$ cat src/hdl/rom_image_header_loader_assert.svh
// ============================================================================
// ROM image header loader assertion macros
// Shared concurrent assertion shorthands for the loader's modules.
// ============================================================================
`ifndef ROM_IMAGE_HEADER_LOADER_ASSERT_SVH
`define ROM_IMAGE_HEADER_LOADER_ASSERT_SVH

// A condition that must hold at every clock edge out of reset.
`define RIL_ASSERT_ALWAYS(label, clk, rst_n, expr, msg) \
    label: assert property (@(posedge clk) disable iff (!rst_n) (expr)) else $error(msg);

// A consequence that must hold in the same cycle as its trigger.
`define RIL_ASSERT_IMPLY(label, clk, rst_n, ante, cons, msg) \
    label: assert property (@(posedge clk) disable iff (!rst_n) (ante) |-> (cons)) else $error(msg);

// A consequence that must hold in the cycle after its trigger.
`define RIL_ASSERT_NEXT(label, clk, rst_n, ante, cons, msg) \
    label: assert property (@(posedge clk) disable iff (!rst_n) (ante) |=> (cons)) else $error(msg);

`endif

$ cat src/hdl/ril_pkg.sv
// ============================================================================
// ROM image loader package
// Request types, command format and status codes shared by the loader.
// ============================================================================
package ril_pkg;

    // One incoming image byte request.
    typedef struct packed {
        logic [7:0] image_byte;
        logic       first;
    } t_in_item;

    // One result request.
    typedef struct packed {
        logic        is_write;
        logic [15:0] address;
        logic [7:0]  data;
        logic [2:0]  status;
        logic        last;
    } t_out_item;

    // Status codes.
    localparam logic [2:0] STATUS_BUSY         = 3'd0;
    localparam logic [2:0] STATUS_LOADED       = 3'd1;
    localparam logic [2:0] STATUS_BAD_MARKS    = 3'd2;
    localparam logic [2:0] STATUS_BAD_VERSION  = 3'd3;
    localparam logic [2:0] STATUS_BAD_CHECKSUM = 3'd4;

    // Command kinds passed from the front end to the back end.
    typedef enum logic {
        CMD_SINGLE,
        CMD_VECTORS
    } t_cmd_kind;

    // A single command carries a finished result; a vector command carries the
    // selected vector pairs, which the back end expands into a write burst.
    typedef struct packed {
        t_cmd_kind       kind;
        t_out_item       single;
        logic [2:0]      vec_mask;
        logic [5:0][7:0] vec_bytes;
        logic            size_zero;
    } t_cmd;

endpackage

$ cat src/hdl/rom_image_header_loader.sv
// ============================================================================
// ROM image header loader
// Checks a ROM image header and turns the image into memory write requests.
// ============================================================================
// Usage: image bytes enter through a queue-style port: a request is taken when
// push is high and full is low; first marks the first header byte and restarts
// loading at any time. Results leave through a queue-style port: the oldest
// result is on o_result while empty is low and is taken when pop is high.
// Header bytes 0 to 14 give no result; byte 15 gives one error status, the
// selected vector writes (up to six), or, with no vectors and no payload, the
// loaded status. Each payload byte gives one write, the final one carrying the
// loaded status. Bytes after completion are dropped. A vector burst is loaded
// into the back end, then gives one write per cycle while the receiver takes them.
// Throughput: one byte per cycle while full is low; the command queue absorbs
// the time that a header with vectors holds the back end.
// Reset (synchronous, active low) clears the phase, counters and queues; no
// clearing pass is run. When the receiver stalls, the output register holds its
// result, the command queue fills, and full rises after QUEUE_DEPTH commands.
// ============================================================================
module rom_image_header_loader #(
    parameter int QUEUE_DEPTH = 4
) (
    input  logic               i_clk,
    input  logic               i_rst_n,
    input  logic               push,
    output logic               full,
    input  ril_pkg::t_in_item  i_item,
    output logic               empty,
    input  logic               pop,
    output ril_pkg::t_out_item o_result
);

    logic          accept;
    logic          cmd_valid;
    ril_pkg::t_cmd cmd;
    logic          head_valid;
    ril_pkg::t_cmd head;
    logic          head_pop;

    assign accept = push && !full;

    // Header capture and classification, payload tracking and command issue.
    ril_front u_front (
        .i_clk       (i_clk),
        .i_rst_n     (i_rst_n),
        .i_accept    (accept),
        .i_item      (i_item),
        .o_cmd_valid (cmd_valid),
        .o_cmd       (cmd)
    );

    // Commands waiting for the back end.
    ril_cmd_queue #(
        .DEPTH (QUEUE_DEPTH)
    ) u_cmd_queue (
        .i_clk        (i_clk),
        .i_rst_n      (i_rst_n),
        .i_push       (cmd_valid),
        .i_cmd        (cmd),
        .o_full       (full),
        .i_pop        (head_pop),
        .o_head_valid (head_valid),
        .o_head       (head)
    );

    // Write generation and output register.
    ril_back u_back (
        .i_clk        (i_clk),
        .i_rst_n      (i_rst_n),
        .i_head_valid (head_valid),
        .i_head       (head),
        .o_head_pop   (head_pop),
        .i_pop        (pop),
        .o_empty      (empty),
        .o_result     (o_result)
    );

endmodule

$ cat src/hdl/ril_front.sv
// ============================================================================
// ROM image loader front end
// Captures and checks the header, tracks the payload and issues commands.
// ============================================================================
`include "rom_image_header_loader_assert.svh"

module ril_front (
    input  logic              i_clk,
    input  logic              i_rst_n,
    input  logic              i_accept,
    input  ril_pkg::t_in_item i_item,
    output logic              o_cmd_valid,
    output ril_pkg::t_cmd     o_cmd
);

    typedef enum logic [1:0] {
        PH_IDLE,
        PH_HEADER,
        PH_PAYLOAD,
        PH_DONE
    } t_phase;

    localparam logic [7:0] START_MARK    = 8'h5A;
    localparam logic [7:0] END_MARK      = 8'hA5;
    localparam logic [7:0] MAJOR_VERSION = 8'h01;
    localparam logic [3:0] SUM_FIRST     = 4'd3;
    localparam logic [3:0] SUM_LAST      = 4'd13;
    localparam logic [3:0] HEADER_END    = 4'd15;

    t_phase      r_phase, n_phase;
    logic [3:0]  r_index, n_index;
    logic [7:0]  r_sum, n_sum;
    logic [15:0] r_load_ptr, n_load_ptr;
    logic [15:0] r_bytes_left, n_bytes_left;
    logic [7:0]  r_store [16];

    t_phase      eff_phase;
    logic [3:0]  eff_index;
    logic [7:0]  eff_sum;
    logic [7:0]  in_byte;
    logic [15:0] hdr_size;
    logic [15:0] left_dec;

    assign in_byte  = i_item.image_byte;
    assign hdr_size = {r_store[6], r_store[5]};
    assign left_dec = 16'(r_bytes_left - 16'd1);

    // A first byte restarts the header capture in the same cycle.
    always_comb begin
        if (i_item.first) begin
            eff_phase = PH_HEADER;
            eff_index = '0;
            eff_sum   = '0;
        end else begin
            eff_phase = r_phase;
            eff_index = r_index;
            eff_sum   = r_sum;
        end
    end

    // Next state and command generation.
    always_comb begin
        n_phase      = r_phase;
        n_index      = r_index;
        n_sum        = r_sum;
        n_load_ptr   = r_load_ptr;
        n_bytes_left = r_bytes_left;
        o_cmd_valid  = 1'b0;
        o_cmd        = '0;
        o_cmd.kind   = ril_pkg::CMD_SINGLE;
        if (i_accept) begin
            n_phase = eff_phase;
            n_index = eff_index;
            n_sum   = eff_sum;
            case (eff_phase)
                PH_HEADER: begin
                    if (eff_index >= SUM_FIRST && eff_index <= SUM_LAST) begin
                        n_sum = 8'(eff_sum + in_byte);
                    end
                    if (eff_index == HEADER_END) begin
                        n_phase                = PH_DONE;
                        o_cmd.single.last      = 1'b1;
                        if (r_store[0] != START_MARK || in_byte != END_MARK) begin
                            o_cmd_valid         = 1'b1;
                            o_cmd.single.status = ril_pkg::STATUS_BAD_MARKS;
                        end else if (r_store[2] != MAJOR_VERSION) begin
                            o_cmd_valid         = 1'b1;
                            o_cmd.single.status = ril_pkg::STATUS_BAD_VERSION;
                        end else if (eff_sum != r_store[14]) begin
                            o_cmd_valid         = 1'b1;
                            o_cmd.single.status = ril_pkg::STATUS_BAD_CHECKSUM;
                        end else begin
                            n_load_ptr   = {r_store[4], r_store[3]};
                            n_bytes_left = hdr_size;
                            if (hdr_size != 16'd0) begin
                                n_phase = PH_PAYLOAD;
                            end
                            if (r_store[7][2:0] != 3'd0) begin
                                o_cmd_valid     = 1'b1;
                                o_cmd.kind      = ril_pkg::CMD_VECTORS;
                                o_cmd.vec_mask  = r_store[7][2:0];
                                o_cmd.vec_bytes = {r_store[13], r_store[12], r_store[11],
                                                   r_store[10], r_store[9], r_store[8]};
                                o_cmd.size_zero = (hdr_size == 16'd0);
                            end else if (hdr_size == 16'd0) begin
                                o_cmd_valid         = 1'b1;
                                o_cmd.single.status = ril_pkg::STATUS_LOADED;
                            end
                        end
                    end else begin
                        n_index = 4'(eff_index + 4'd1);
                    end
                end
                PH_PAYLOAD: begin
                    o_cmd_valid           = 1'b1;
                    o_cmd.single.is_write = 1'b1;
                    o_cmd.single.address  = r_load_ptr;
                    o_cmd.single.data     = in_byte;
                    o_cmd.single.last     = 1'b1;
                    o_cmd.single.status   = (left_dec == 16'd0) ? ril_pkg::STATUS_LOADED
                                                                : ril_pkg::STATUS_BUSY;
                    n_bytes_left          = left_dec;
                    n_load_ptr            = 16'(r_load_ptr + 16'd1);
                    if (left_dec == 16'd0) begin
                        n_phase = PH_DONE;
                    end
                end
                default: begin
                    // Stray bytes while idle or finished are dropped.
                end
            endcase
        end
    end

    // Control state.
    always_ff @(posedge i_clk) begin
        if (!i_rst_n) begin
            r_phase      <= PH_IDLE;
            r_index      <= '0;
            r_sum        <= '0;
            r_load_ptr   <= '0;
            r_bytes_left <= '0;
        end else begin
            r_phase      <= n_phase;
            r_index      <= n_index;
            r_sum        <= n_sum;
            r_load_ptr   <= n_load_ptr;
            r_bytes_left <= n_bytes_left;
        end
    end

    // Header byte capture.
    always_ff @(posedge i_clk) begin
        if (i_accept && eff_phase == PH_HEADER) begin
            r_store[eff_index] <= in_byte;
        end
    end

    `RIL_ASSERT_ALWAYS(a_payload_has_bytes, i_clk, i_rst_n, (r_phase != PH_PAYLOAD) || (r_bytes_left != 16'd0), "payload phase with no bytes left")

endmodule

$ cat src/hdl/ril_cmd_queue.sv
// ============================================================================
// ROM image loader command queue
// Short first-in first-out queue between the front end and the back end.
// ============================================================================
`include "rom_image_header_loader_assert.svh"

module ril_cmd_queue #(
    parameter int DEPTH = 4
) (
    input  logic          i_clk,
    input  logic          i_rst_n,
    input  logic          i_push,
    input  ril_pkg::t_cmd i_cmd,
    output logic          o_full,
    input  logic          i_pop,
    output logic          o_head_valid,
    output ril_pkg::t_cmd o_head
);

    localparam int PTR_W = (DEPTH > 1) ? $clog2(DEPTH) : 1;
    localparam int CNT_W = $clog2(DEPTH + 1);

    ril_pkg::t_cmd r_mem [DEPTH];
    logic [PTR_W-1:0] r_wr_ptr, n_wr_ptr;
    logic [PTR_W-1:0] r_rd_ptr, n_rd_ptr;
    logic [CNT_W-1:0] r_count, n_count;
    logic             do_push;
    logic             do_pop;

    assign o_full       = (r_count == CNT_W'(DEPTH));
    assign o_head_valid = (r_count != '0);
    assign o_head       = r_mem[r_rd_ptr];
    assign do_push      = i_push && !o_full;
    assign do_pop       = i_pop && o_head_valid;

    // Pointer and fill count update.
    always_comb begin
        n_wr_ptr = r_wr_ptr;
        n_rd_ptr = r_rd_ptr;
        n_count  = r_count;
        if (do_push) begin
            n_wr_ptr = (r_wr_ptr == PTR_W'(DEPTH - 1)) ? '0 : PTR_W'(r_wr_ptr + 1'b1);
        end
        if (do_pop) begin
            n_rd_ptr = (r_rd_ptr == PTR_W'(DEPTH - 1)) ? '0 : PTR_W'(r_rd_ptr + 1'b1);
        end
        if (do_push && !do_pop) begin
            n_count = CNT_W'(r_count + 1'b1);
        end else if (do_pop && !do_push) begin
            n_count = CNT_W'(r_count - 1'b1);
        end
    end

    always_ff @(posedge i_clk) begin
        if (!i_rst_n) begin
            r_wr_ptr <= '0;
            r_rd_ptr <= '0;
            r_count  <= '0;
        end else begin
            r_wr_ptr <= n_wr_ptr;
            r_rd_ptr <= n_rd_ptr;
            r_count  <= n_count;
        end
    end

    // Entry storage.
    always_ff @(posedge i_clk) begin
        if (do_push) begin
            r_mem[r_wr_ptr] <= i_cmd;
        end
    end

    `RIL_ASSERT_ALWAYS(a_count_in_range, i_clk, i_rst_n, r_count <= CNT_W'(DEPTH), "queue count beyond depth")
    `RIL_ASSERT_IMPLY(a_no_push_when_full, i_clk, i_rst_n, o_full, !i_push, "command pushed into a full queue")

endmodule

$ cat src/hdl/ril_back.sv
// ============================================================================
// ROM image loader back end
// Expands commands into result requests and holds the output register.
// ============================================================================
`include "rom_image_header_loader_assert.svh"

module ril_back (
    input  logic               i_clk,
    input  logic               i_rst_n,
    input  logic               i_head_valid,
    input  ril_pkg::t_cmd      i_head,
    output logic               o_head_pop,
    input  logic               i_pop,
    output logic               o_empty,
    output ril_pkg::t_out_item o_result
);

    localparam logic [15:0] VECTOR_BASE = 16'hFFFA;

    logic                  r_busy;
    logic [2:0]            r_mask;
    logic                  r_hi;
    logic [5:0][7:0]       r_vec;
    logic                  r_size_zero;
    logic                  r_out_valid;
    ril_pkg::t_out_item    r_out;

    logic                  advance;
    logic [1:0]            pair;
    logic [2:0]            pair_bit;
    logic [2:0]            rest_mask;
    logic                  beat_last;
    ril_pkg::t_out_item    beat;

    assign o_empty  = !r_out_valid;
    assign o_result = r_out;
    assign advance  = !r_out_valid || i_pop;

    // Lowest selected vector pair still to be written.
    always_comb begin
        if (r_mask[0]) begin
            pair = 2'd0;
        end else if (r_mask[1]) begin
            pair = 2'd1;
        end else begin
            pair = 2'd2;
        end
        pair_bit  = 3'(3'b001 << pair);
        rest_mask = r_mask & ~pair_bit;
        beat_last = r_hi && (rest_mask == 3'd0);
    end

    // One vector write of the burst.
    always_comb begin
        beat.is_write = 1'b1;
        beat.address  = 16'(VECTOR_BASE + {13'd0, pair, r_hi});
        beat.data     = r_vec[{pair, r_hi}];
        beat.status   = (beat_last && r_size_zero) ? ril_pkg::STATUS_LOADED
                                                   : ril_pkg::STATUS_BUSY;
        beat.last     = beat_last;
    end

    // A single command leaves the queue only when the output can take it.
    assign o_head_pop = !r_busy && i_head_valid
                        && (i_head.kind == ril_pkg::CMD_VECTORS || advance);

    // Burst sequencing and output register.
    always_ff @(posedge i_clk) begin
        if (!i_rst_n) begin
            r_busy      <= 1'b0;
            r_out_valid <= 1'b0;
            r_hi        <= 1'b0;
            r_mask      <= '0;
        end else if (r_busy) begin
            if (advance) begin
                r_out       <= beat;
                r_out_valid <= 1'b1;
                if (r_hi) begin
                    r_hi   <= 1'b0;
                    r_mask <= rest_mask;
                    if (rest_mask == 3'd0) begin
                        r_busy <= 1'b0;
                    end
                end else begin
                    r_hi <= 1'b1;
                end
            end
        end else if (i_head_valid && i_head.kind == ril_pkg::CMD_VECTORS) begin
            r_busy      <= 1'b1;
            r_mask      <= i_head.vec_mask;
            r_hi        <= 1'b0;
            r_vec       <= i_head.vec_bytes;
            r_size_zero <= i_head.size_zero;
            if (advance) begin
                r_out_valid <= 1'b0;
            end
        end else if (i_head_valid && advance) begin
            r_out       <= i_head.single;
            r_out_valid <= 1'b1;
        end else if (advance) begin
            r_out_valid <= 1'b0;
        end
    end

    `RIL_ASSERT_IMPLY(a_busy_has_pairs, i_clk, i_rst_n, r_busy, r_mask != 3'd0, "vector burst with no pair selected")
    `RIL_ASSERT_NEXT(a_burst_holds, i_clk, i_rst_n, r_busy && !advance, $stable(r_mask) && $stable(r_hi), "vector burst moved while stalled")

endmodule
$ cat config.mk
export PLATFORM = sky130hd
export DESIGN_NAME = rom_image_header_loader
export DESIGN_NICKNAME = d
export VERILOG_FILES = /design/src/hdl/ril_pkg.sv /design/src/hdl/rom_image_header_loader.sv /design/src/hdl/ril_front.sv /design/src/hdl/ril_cmd_queue.sv /design/src/hdl/ril_back.sv
export VERILOG_INCLUDE_DIRS = /design/src /design/src/hdl
export SDC_FILE = /design/constraint.sdc
export NUM_CORES = 1
export LEC_CHECK = 0
export ABC_CLOCK_PERIOD_IN_PS = 11650
export BUFFER_PORTS_ARGS = -buffer_cell sky130_fd_sc_hd__clkbuf_2
export CAP_MARGIN = 20
export CORE_MARGIN = 2
export CORE_UTILIZATION = 40
export DETAILED_ROUTE_END_ITERATION = 8
export GPL_TIMING_DRIVEN = 0
export PLACE_DENSITY = 0.55
export SETUP_SLACK_MARGIN = 0.4
export SYNTH_ARGS = -nofsm -noshare
export SYNTH_HDL_FRONTEND = slang
export SYNTH_SLANG_ARGS = --single-unit
$ cat constraint.sdc
create_clock -name i_clk -period 11.65 [get_ports i_clk]
set_clock_uncertainty 0.05 [all_clocks]
set_input_delay 1.7475 -clock i_clk [delete_from_list [all_inputs] [get_ports i_clk]]
set_output_delay 1.7475 -clock i_clk [all_outputs]
set_load 0.02 [all_outputs]
==> results of run 1 <==
[sequential cells by signal, indices dropped and copies added, names as in the netlist, 4 cells and up, named ones only]
| signal | count |
|---|---|
| u_front.r_bytes_left | 16 |
| u_cmd_queue.r_mem | 328 |
| u_back.r_vec | 48 |
| u_front.r_load_ptr | 16 |
| u_front.r_index | 4 |
| u_front.r_sum | 8 |
| u_front.r_store | 107 |
| u_back.o_result | 29 |
[worst paths after layout]
check / startpoint / to / slack [ns] / depth (start not counted)
min: u_cmd_queue.r_rd_ptr[0]$_SDFFE_PN0P_ / flop / 0.44 / 2
min reg2reg: u_cmd_queue.r_rd_ptr[0]$_SDFFE_PN0P_ / flop / 0.44 / 2
max: i_item[0] / u_cmd_queue.r_mem[2][26]$_DFFE_PP_ / 6.93 / 12
max reg2reg: flop / u_cmd_queue.r_count[2]$_SDFFE_PN0P_ / 8.27 / 9
[layer usage]
metal / global-route usage (%) / vias up / share of wire, %
met2: 29.8 / 393 / 47
li1: - / 5917 / -
met4: 5.08 / 0 / 1.9
met3: 2.53 / 77 / 5.5
met5: 0 / - / 0
met1: 28.0 / 6795 / 46
[cell type report]
type | count | area, um2 | share of cell area, %
Buffer | 79 | 344 | 1.30
Clock buffer | 81 | 1610 | 6.10
Clock inverter | 32 | 226 | 0.858
Inverter | 25 | 93.8 | 0.356
Multi-Input combinational cell | 778 | 6180 | 23.4
Sequential cell | 574 | 16600 | 63.0
Tap cell | 765 | 957 | 3.63
Timing Repair Buffer | 47 | 347 | 1.31
[logic make-up after synthesis]
logic type	count (synthesis)	synth area share [%]
buf+inv	104	1.89
simple gates	424	9.61
mux	101	8.94
compound gates	212	5.92
flops	574	71.6
xor+xnor	15	0.566
fa+ha+maj	26	1.47
[worst register-to-register path: stages, from the launching register on]
cell and delay (ns):
dfxtp_1 0.30, clkbuf_1 0.56, mux4_2 0.46, o21ai_0 0.58, ha_1 0.30, inv_1 0.06
fa_1 0.37, xor2_1 0.18, or3_1 0.30, a21oi_1 0.15
[through the flow]
step                setup slack, ns  instances
floorplan                      5.90       1456
finish                         6.93       2381
global route                   6.69       2381
CTS                            6.95       2380
detailed placement             6.31       2267
global placement               3.64       2262
[cell usage after synthesis, types with 7 or more instances]
cell / n / area share, %
edfxtp_1: 513 / 66
nand2_1: 106 / 1.7
nor2_1: 91 / 1.5
mux4_2: 85 / 8.2
o21ai_0: 65 / 1.4
dfxtp_1: 61 / 5.3
and2_1: 53 / 1.4
clkbuf_1: 53 / 0.86
a21oi_1: 47 / 1.0
and3_1: 34 / 0.92
ha_1: 24 / 1.3
inv_1: 24 / 0.39
nor3_1: 23 / 0.50
nand3_1: 18 / 0.39
nor2b_1: 18 / 0.49
mux2i_1: 16 / 0.69
o31ai_1: 12 / 0.39
a211oi_1: 11 / 0.36
buf_2: 11 / 0.24
buf_1: 10 / 0.16
nand2b_1: 10 / 0.27
xnor2_1: 10 / 0.38
nand4_1: 9 / 0.24
nor4_1: 9 / 0.24
o22ai_1: 9 / 0.24
a22oi_1: 8 / 0.26
o211ai_1: 7 / 0.23
or3_1: 7 / 0.19
[where the power goes]
part,switching [uW],internal (uW),total (uW)
clock,787,1010,1800
combinational,71.1,26.7,97.9
sequential,8.36,2220,2230
==> results by group, run 1 <==
Detailed routing
  • Routed wire length: 56.4 mm
  • DRC: 0
  • Via-to-Cell Ratio: 5.54
  • DRT Pass-1 Iters: 5
  • Via count: 13200
  • Drt initial violations: 1259
  • Post-DRT Antenna Nets: 0
  • Routed WL per cell: 23.7 um

Global route
  • Largest net degree at the start of global routing: 46
  • All-Layer GR Usage: 19.0%
  • First-pass GRT wire length: 84.9 mm
  • Vias in the first global route: 13200
  • Initial antenna violation count: 6
  • Grt ovf: 0

Place
  • Placer Congestion: 0.879
  • Post-DP Area: 24500 um2
  • Number of port buffers: 41
  • Detail Placement HPWL: 35.7 mm

Critical path
  • Most used cell, CP: inv_1
  • CP required: 11.88 ns
  • Delay-heaviest family, CP: buffers and inverters
  • Crit path largest cell delay: 0.71 ns
  • CP bufs+invs: 6
  • Slowest CP cell: and3_4
  • Worst Path Max Fanout: 45
  • Cell Chain, Critical Path: buf_6 > buf_2 > clkbuf_1 > nand2b_1 > inv_1 > ha_1 > nand2_1 > nor2_1 > o21ai_0 > inv_1 > and3_4 > buf_16
  • CP startpoint kind: primary input
  • Arrival time worst endpoint: 4.95 ns
  • Crit Path Class: primary input to flop
  • CP endpoint kind: flop

Min path
  • Worst hold path class: flop to flop

STA
  • Setup TNS: 0 ns
  • Slew HR: 28.1%
  • Max Clk Rate: 212 MHz
  • Post-route clock period utilization: 40.5%
  • Least-Margin Pin Slew: 1.07 ns
  • Final Hold Vio Count: 0
  • Final min period: 4.72 ns
  • Fin Hold WS: 0.436 ns
  • Max-slew violations: 0
  • RSZ-0062 raised after global routing: false
  • # setup viols final: 0

Status
  • Status: finished clean

Clocking
  • CTS Root Cell: clkbuf_16
  • CTS Buf Count: 60
  • Max Root-Sink Buffers: 3
  • Post-CTS Repair Setup Buffers: 0
  • Reg clk slew, reported paths: 0.06 ns
  • Worst-skew pair later-pin latency: 0.63 ns
  • Post-CTS sizing: 0
  • Clock sink total: 574
  • Cts-stage hold buffer count: 0
  • CTS tree: done
  • H-tree level count: 2

Finish
  • Commonest non-fill, non-tap cell in the layout: edfxtp_1
  • Share of cells above drive strength 1: 15.9%
  • Final core utilization: 45.8%
  • Final design area excluding fillers: 26400 um2
  • Most frequent cells in the layout: edfxtp_1 (513), nand2_1 (106), nor2_1 (90), mux4_2 (85), clkbuf_1 (71)
  • Layout Area Growth over Synthesis: 13.7%
  • Layout Nets: 1604
  • Diodes inserted: 0
  • Fillers: 5055

Die
  • IO Count: 44
  • Die area: 60000 um2
  • Core area: 57600 um2
  • Die X: 245 um
  • Initial core utilization: 40.3%
  • Cell Rows: 88
  • Height of the die: 245 um

Logic synthesis
  • Gate Count Post-Synth: 1456
  • Ys Warns: 0
  • Synthesized Nets: 1495
  • Top_reg_cell synth: edfxtp_1
  • Seq/Total Area, Yosys: 71.6%
  • Avg Inst Size Synth: 15.9 um2
  • Mapped cell area: 23200 um2
  • Async SR Flop Fraction: 0%
  • Number of synthesized flops with an enable pin: 513
  • Netlist cell types: 75
  • #FFs+latches synth: 574

Power and ir drop
  • Peak VDD IR: 0.000115 V
  • Power consumption: 4130 uW
  • Total power density per cell area: 156 nW/um2
  • Leakage: 0.00905 uW

Flow run
  • Max_cap viols: 0
No activity file was read; power rests on OpenSTA's default activity.
==> inputs of run 2 (changes only) <==
Settings changed: ABC_CLOCK_PERIOD_IN_PS 11650 to 4800.
Clock period 11.65 ns to 4.8 ns, I/O delays scaled along.
==> run 2 against run 1 <==
Net effect: utilization grew 0.17 points; flip-flop and latch count is the same; non-clock buffer count is the same; critical path depth is the same; wire length shrank 0.51%; power grew 150%; first-iteration DRC count grew 3.0%; cell area grew 0.36%; setup slack lost 5.9 ns; cell count shrank 0.17%.
==> results by group, run 2 (same netlist as run 1, synthesis figures left out) <==
Power and ir drop
  • Int Pwr: 8110 uW
  • Switch share: 20.7%
  • P_sw: 2110 uW
  • Logic pwr share: 2.3%
  • Peak VDD IR: 0.000298 V
  • Sequential Power Share: 53.0%
  • Total power density per cell area: 386 nW/um2
  • Clock share of power: 44.7%
  • Leakage: 0.00806 uW

Detailed routing
  • Post-DRT Antenna Nets: 0
  • Routed WL per cell: 23.6 um
  • Routed wire length: 56.1 mm
  • DRC: 0
  • Drt initial violations: 1297
  • Via count: 13300
  • DRT Pass-1 Iters: 7
  • Via-to-Cell Ratio: 5.58

STA
  • Max-slew violations: 0
  • Fin Hold WS: 0.436 ns
  • Least-Margin Pin Slew: 1.14 ns
  • Fin worst setup slack: 1.06 ns
  • RSZ-0062 raised after global routing: false
  • Final min period: 3.74 ns
  • Final Hold Vio Count: 0
  • # setup viols final: 0
  • Max Clk Rate: 267 MHz
  • Setup TNS: 0 ns
  • Slew HR: 23.9%
  • Post-route clock period utilization: 78.0%

Finish
  • Reg with most FFs: u_cmd_queue.r_mem
  • Most frequent cells in the layout: edfxtp_1 (513), nand2_1 (106), nor2_1 (90), mux4_2 (85), clkbuf_1 (67)
  • Diodes inserted: 0
  • Share of cells above drive strength 1: 16.1%
  • Commonest non-fill, non-tap cell in the layout: edfxtp_1
  • Final core utilization: 46.0%
  • Final design area excluding fillers: 26500 um2
  • Biggest regs: u_cmd_queue.r_mem (328), u_front.r_store (107), u_back.r_vec (48)
  • Layout Area Growth over Synthesis: 14.1%
  • Largest register FFs: 328
  • Layout Nets: 1603

Place
  • Placer Congestion: 0.870
  • Detail Placement HPWL: 35.2 mm
  • Setup WS pre-CTS: 0.432 ns
  • Post-DP Area: 24500 um2
  • Number of port buffers: 41

Critical path
  • CP required: 5.06 ns
  • Flop-to-flop setup slack: 1.40 ns
  • CP bufs+invs: 6
  • Crit Path Class: primary input to flop
  • CP endpoint kind: flop
  • Cell Chain, Critical Path: buf_6 > buf_2 > clkbuf_1 > nand2b_1 > inv_1 > ha_1 > nand2_1 > nor2_1 > o21ai_0 > inv_1 > and3_4 > buf_16
  • R2R depth: 9
  • Worst Path Max Fanout: 48
  • Most used cell, CP: inv_1
  • Delay-heaviest family, CP: simple AND/OR/NAND/NOR gates
  • Crit Reg-Reg Endpoint: u_cmd_queue.r_count[2]$_SDFFE_PN0P_
  • Slowest CP cell: and3_4
  • Crit path largest cell delay: 0.82 ns
  • Arrival time worst endpoint: 4.00 ns
  • CP startpoint kind: primary input

Clocking
  • CTS tree: done
  • Post-CTS Repair Setup Buffers: 0
  • Worst-skew pair later-pin latency: 0.63 ns
  • Cts-stage hold buffer count: 0
  • H-tree level count: 2
  • CTS Buf Count: 59
  • Clock sink total: 574
  • CTS Root Cell: clkbuf_16
  • Reg clk slew, reported paths: 0.06 ns
  • Post-CTS sizing: 0
  • Max Root-Sink Buffers: 3

Status
  • Status: finished clean

Min path
  • Hold EP: u_front.r_phase[1]$_SDFFE_PN0P_
  • Hold Path Stages: 2
  • Worst hold path class: flop to flop
  • Min-delay src: u_front.r_phase[1]$_SDFFE_PN0P_

Die
  • Core area: 57600 um2
  • Die X: 245 um
  • Height of the die: 245 um
  • Initial core utilization: 40.3%
  • Cell Rows: 88
  • IO Count: 44
  • Die area: 60000 um2

Global route
  • Largest net degree at the start of global routing: 49
  • Initial antenna violation count: 3
  • Vias in the first global route: 13300
  • First-pass GRT wire length: 84.8 mm
  • All-Layer GR Usage: 19.0%
  • Grt ovf: 0

Flow run
  • Max_cap viols: 0
[run 2: cell types whose count changed in the layout (fill, tap and decap cells not counted), sizes merged]
cell,before,now
clkbuf,175,170
bufinv,2,6
clkinv,27,24
clkinvlp,2,3
inv,26,25
[run 2: worst register-to-register path: stages, from the launching register on]
cell and delay (ns):
dfxtp_1 0.31, clkbuf_1 0.52, mux4_2 0.45, o21ai_0 0.66, ha_1 0.30, inv_1 0.06, fa_1 0.37, xor2_1 0.17
or3_1 0.30, a21oi_1 0.14
[run 2: stage by stage]
| stage | power, uW | instances |
|---|---|---|
| 5_1_grt | 10500 | 2377 |
| 2_1_floorplan | 5650 | 1456 |
| 3_5_place_dp | 5760 | 2267 |
| 4_1_cts | 10300 | 2376 |
| 3_3_place_gp | 5760 | 2262 |
| 6_report | 10200 | 2377 |
[run 2: layout make-up]
class / instances / area [um2]
well taps: 765 / 957
clock inverters: 33 / 350
multi-input cells: 778 / 6180
inverters: 25 / 93.8
plain buffers: 79 / 344
clock buffers: 76 / 1580
flip-flops and latches: 574 / 16600
fillers: 5011 / 31100
repair buffers: 47 / 347
[run 2: metal layers]
layer  vias to the layer above  track usage (%)  share of wire [%]
met5                         -                0                  0
met4                         0             4.77                2.1
met3                       100             2.93                6.5
met2                       438             29.2                 46
met1                      6815             28.4                 46
li1                       5914                -                  -
[run 2: how the worst max path moves through the flow]
stage	end	depth (start not counted)	start
floorplan	u_cmd_queue.r_mem[0][0]$_DFFE_PP_	11	i_item[0]
global placement	u_cmd_queue.r_mem[0][47]$_DFFE_PP_	11	i_item[0]
detailed placement	u_cmd_queue.r_mem[0][60]$_DFFE_PP_	12	i_item[0]
CTS	u_cmd_queue.r_mem[0][60]$_DFFE_PP_	12	i_item[0]
finish	u_cmd_queue.r_mem[0][60]$_DFFE_PP_	12	i_item[0]
global route	u_cmd_queue.r_mem[0][60]$_DFFE_PP_	12	i_item[0]
[run 2: power groups by stage]
stage          Sequential [uW]  Clock [uW]  Combinational (uW)
3_3_place_gp              5520           0                 235
6_report                  5420        4570                 238
2_1_floorplan             5510           0                 136
5_1_grt                   5410        4860                 257
4_1_cts                   5410        4670                 237
3_5_place_dp              5520           0                 237
==> inputs of run 3 (changes only) <==
Settings changed: ABC_CLOCK_PERIOD_IN_PS 4800 to 3100, PLACE_DENSITY 0.55 to 0.57.
Clock period 4.8 ns to 3.1 ns, I/O delays scaled along.
==> run 3 against run 2 <==
Net effect: clock-buffer cell count shrank 1; combinational power rose by 69%; cell area rose by 2.4%; utilization up 1.1 points; setup slack got worse by 0.75 ns; register-to-register slack worse by 1.1 ns; die area stayed put; first-iteration DRC count down 18%; critical path type is now flop to flop; largest power group unchanged.
==> results by group, run 3 (same netlist as run 1, synthesis figures left out) <==
STA
  • Slew HR: 32.2%
  • Least-Margin Pin Slew: 1.02 ns
  • Post-route clock period utilization: 90.0%
  • Fin Hold WS: 0.247 ns
  • Final min period: 2.79 ns
  • Max Clk Rate: 358 MHz
  • Fin worst setup slack: 0.310 ns
  • Max-slew violations: 0
  • Final Hold Vio Count: 0
  • Setup TNS: 0 ns
  • RSZ-0062 raised after global routing: true
  • # setup viols final: 0

Critical path
  • CP bufs+invs: 1
  • Crit path largest cell delay: 0.42 ns
  • CP endpoint kind: flop
  • Delay-heaviest family, CP: simple AND/OR/NAND/NOR gates
  • Slowest CP cell: edfxtp_1
  • Cell Chain, Critical Path: nor4_2 > nand4_1 > nor3b_2 > and4_4 > nor2_2 > ha_2 > inv_1 > fa_2 > xor2_1 > or3_1 > a21oi_1
  • CP required: 3.59 ns
  • CP startpoint kind: flop
  • Crit Path Class: flop to flop
  • Worst Path Max Fanout: 4
  • Arrival time worst endpoint: 3.28 ns

Detailed routing
  • Drt initial violations: 1068
  • DRC: 0
  • Routed WL per cell: 24.1 um
  • Post-DRT Antenna Nets: 0
  • DRT Pass-1 Iters: 5
  • Via count: 13300
  • Via-to-Cell Ratio: 5.55
  • Routed wire length: 57.8 mm

Global route
  • Initial antenna violation count: 3
  • Grt ovf: 0
  • First-pass GRT wire length: 85.3 mm
  • All-Layer GR Usage: 19.3%
  • Largest net degree at the start of global routing: 53
  • Vias in the first global route: 13400

Die
  • Cell Rows: 88
  • Height of the die: 245 um
  • IO Count: 44
  • Initial core utilization: 40.3%
  • Core area: 57600 um2
  • Die X: 245 um
  • Die area: 60000 um2

Power and ir drop
  • Int Pwr: 12500 uW
  • Switch share: 20.9%
  • Clock share of power: 44.2%
  • Logic pwr share: 2.6%
  • P_sw: 3290 uW
  • Sequential Power Share: 53.3%
  • Total power density per cell area: 581 nW/um2
  • Peak VDD IR: 0.000475 V
  • Leakage: 0.00873 uW

Finish
  • Layout Nets: 1628
  • Fillers: 4945
  • Final design area excluding fillers: 27100 um2
  • Layout Area Growth over Synthesis: 16.8%
  • Commonest non-fill, non-tap cell in the layout: edfxtp_1
  • Reg with most FFs: u_cmd_queue.r_mem
  • Finished Layout Cells: 2403
  • Largest register FFs: 328
  • Total area of sequential cells: 16600 um2
  • Most frequent cells in the layout: edfxtp_1 (513), nand2_1 (105), mux4_2 (85), nor2_1 (73), o21ai_0 (63)
  • Biggest regs: u_cmd_queue.r_mem (328), u_front.r_store (107), u_back.r_vec (48)
  • Share of cells above drive strength 1: 21.9%
  • Multi-input logic area: 6560 um2

Place
  • Setup WS pre-CTS: -0.807 ns
  • Detail Placement HPWL: 35.0 mm
  • Placer Congestion: 0.847
  • Number of port buffers: 41
  • Placed insts: 2268
  • Post-DP Area: 24600 um2

Status
  • Status: finished clean

Clocking
  • CTS Root Cell: clkbuf_16
  • Worst-skew pair later-pin latency: 0.63 ns
  • H-tree level count: 2
  • Reg clk slew, reported paths: 0.06 ns
  • CTS tree: done
  • Max Root-Sink Buffers: 3
  • CTS Buf Count: 60
  • Cts-stage hold buffer count: 0
  • Clock sink total: 574

Min path
  • Worst hold path class: primary input to flop

Flow run
  • Max_cap viols: 0
run 3: cell types whose count changed in the layout (fill, tap and decap cells not counted), sizes merged:
cell / before / now
buf: 32 / 50
and3: 34 / 39
clkinv: 24 / 27
bufinv: 6 / 4
clkbuf: 170 / 168
diode: 0 / 2
clkdlybuf4s15: 0 / 1
nor2: 91 / 92
run 3: path summary, 6_finish.rpt:
kind	cells past startpoint	slack [ns]	startpoint	endpoint
worst min-delay path	3	0.25	pop	u_back.r_out_valid$_SDFFE_PN0P_
worst min register to register	2	0.45	u_front.r_bytes_left[11]$_SDFFE_PN0P_	u_front.r_bytes_left[11]$_SDFFE_PN0P_
worst max-delay path	11	0.31	u_front.r_store[5][2]$_DFFE_PP_	u_cmd_queue.r_count[2]$_SDFFE_PN0P_
worst max register to register	11	0.31	u_front.r_store[5][2]$_DFFE_PP_	u_cmd_queue.r_count[2]$_SDFFE_PN0P_
run 3: routing by layer:
| layer | global-route usage (%) | wire [um] | vias to the layer above |
|---|---|---|---|
| li1 | - | - | 5981 |
| met4 | 4.90 | 944 | 2 |
| met3 | 3.08 | 3280 | 67 |
| met2 | 30.4 | 27300 | 413 |
| met5 | 0 | 12 | - |
| met1 | 28.0 | 26300 | 6863 |
run 3: per-stage QoR:
stage	util, %	power (uW)
global placement	42.5	8920
detailed placement	42.8	8930
finish	47.1	15700
CTS	46.6	15900
floorplan	-	8760
global route	47.1	16200
run 3: area by class of cell:
| class | count | area share, % |
|---|---|---|
| Multi-Input combinational cell | 784 | 24.2 |
| Tap cell | 765 | 3.53 |
| Antenna cell | 2 | 0.0185 |
| Inverter | 25 | 0.355 |
| Sequential cell | 574 | 61.3 |
| Clock buffer | 75 | 5.90 |
| Timing Repair Buffer | 65 | 2.03 |
| Clock inverter | 34 | 1.17 |
| Buffer | 79 | 1.50 |
run 3: worst register-to-register path, stage by stage (launching register included):
cell	delay, ns
edfxtp_1	0.42
nor4_2	0.33
nand4_1	0.25
nor3b_2	0.24
and4_4	0.17
nor2_2	0.10
ha_2	0.18
inv_1	0.05
fa_2	0.33
xor2_1	0.17
or3_1	0.30
a21oi_1	0.12
run 3: power by group through the flow:
stage | clock (uW) | combinational (uW) | sequential, uW
floorplan | 0 | 221 | 8540
global placement | 0 | 374 | 8550
detailed placement | 0 | 377 | 8550
CTS | 7110 | 387 | 8380
global route | 7410 | 431 | 8390
finish | 6960 | 402 | 8390
run 3: repair_timing:
item	4_1_cts	5_1_grt
setup buffers	6	11
pin swaps	5	12
endpoints found under the hold margin	0	0
gates resized for setup	53	46
setup endpoints to repair	748	648
cloned	6	1
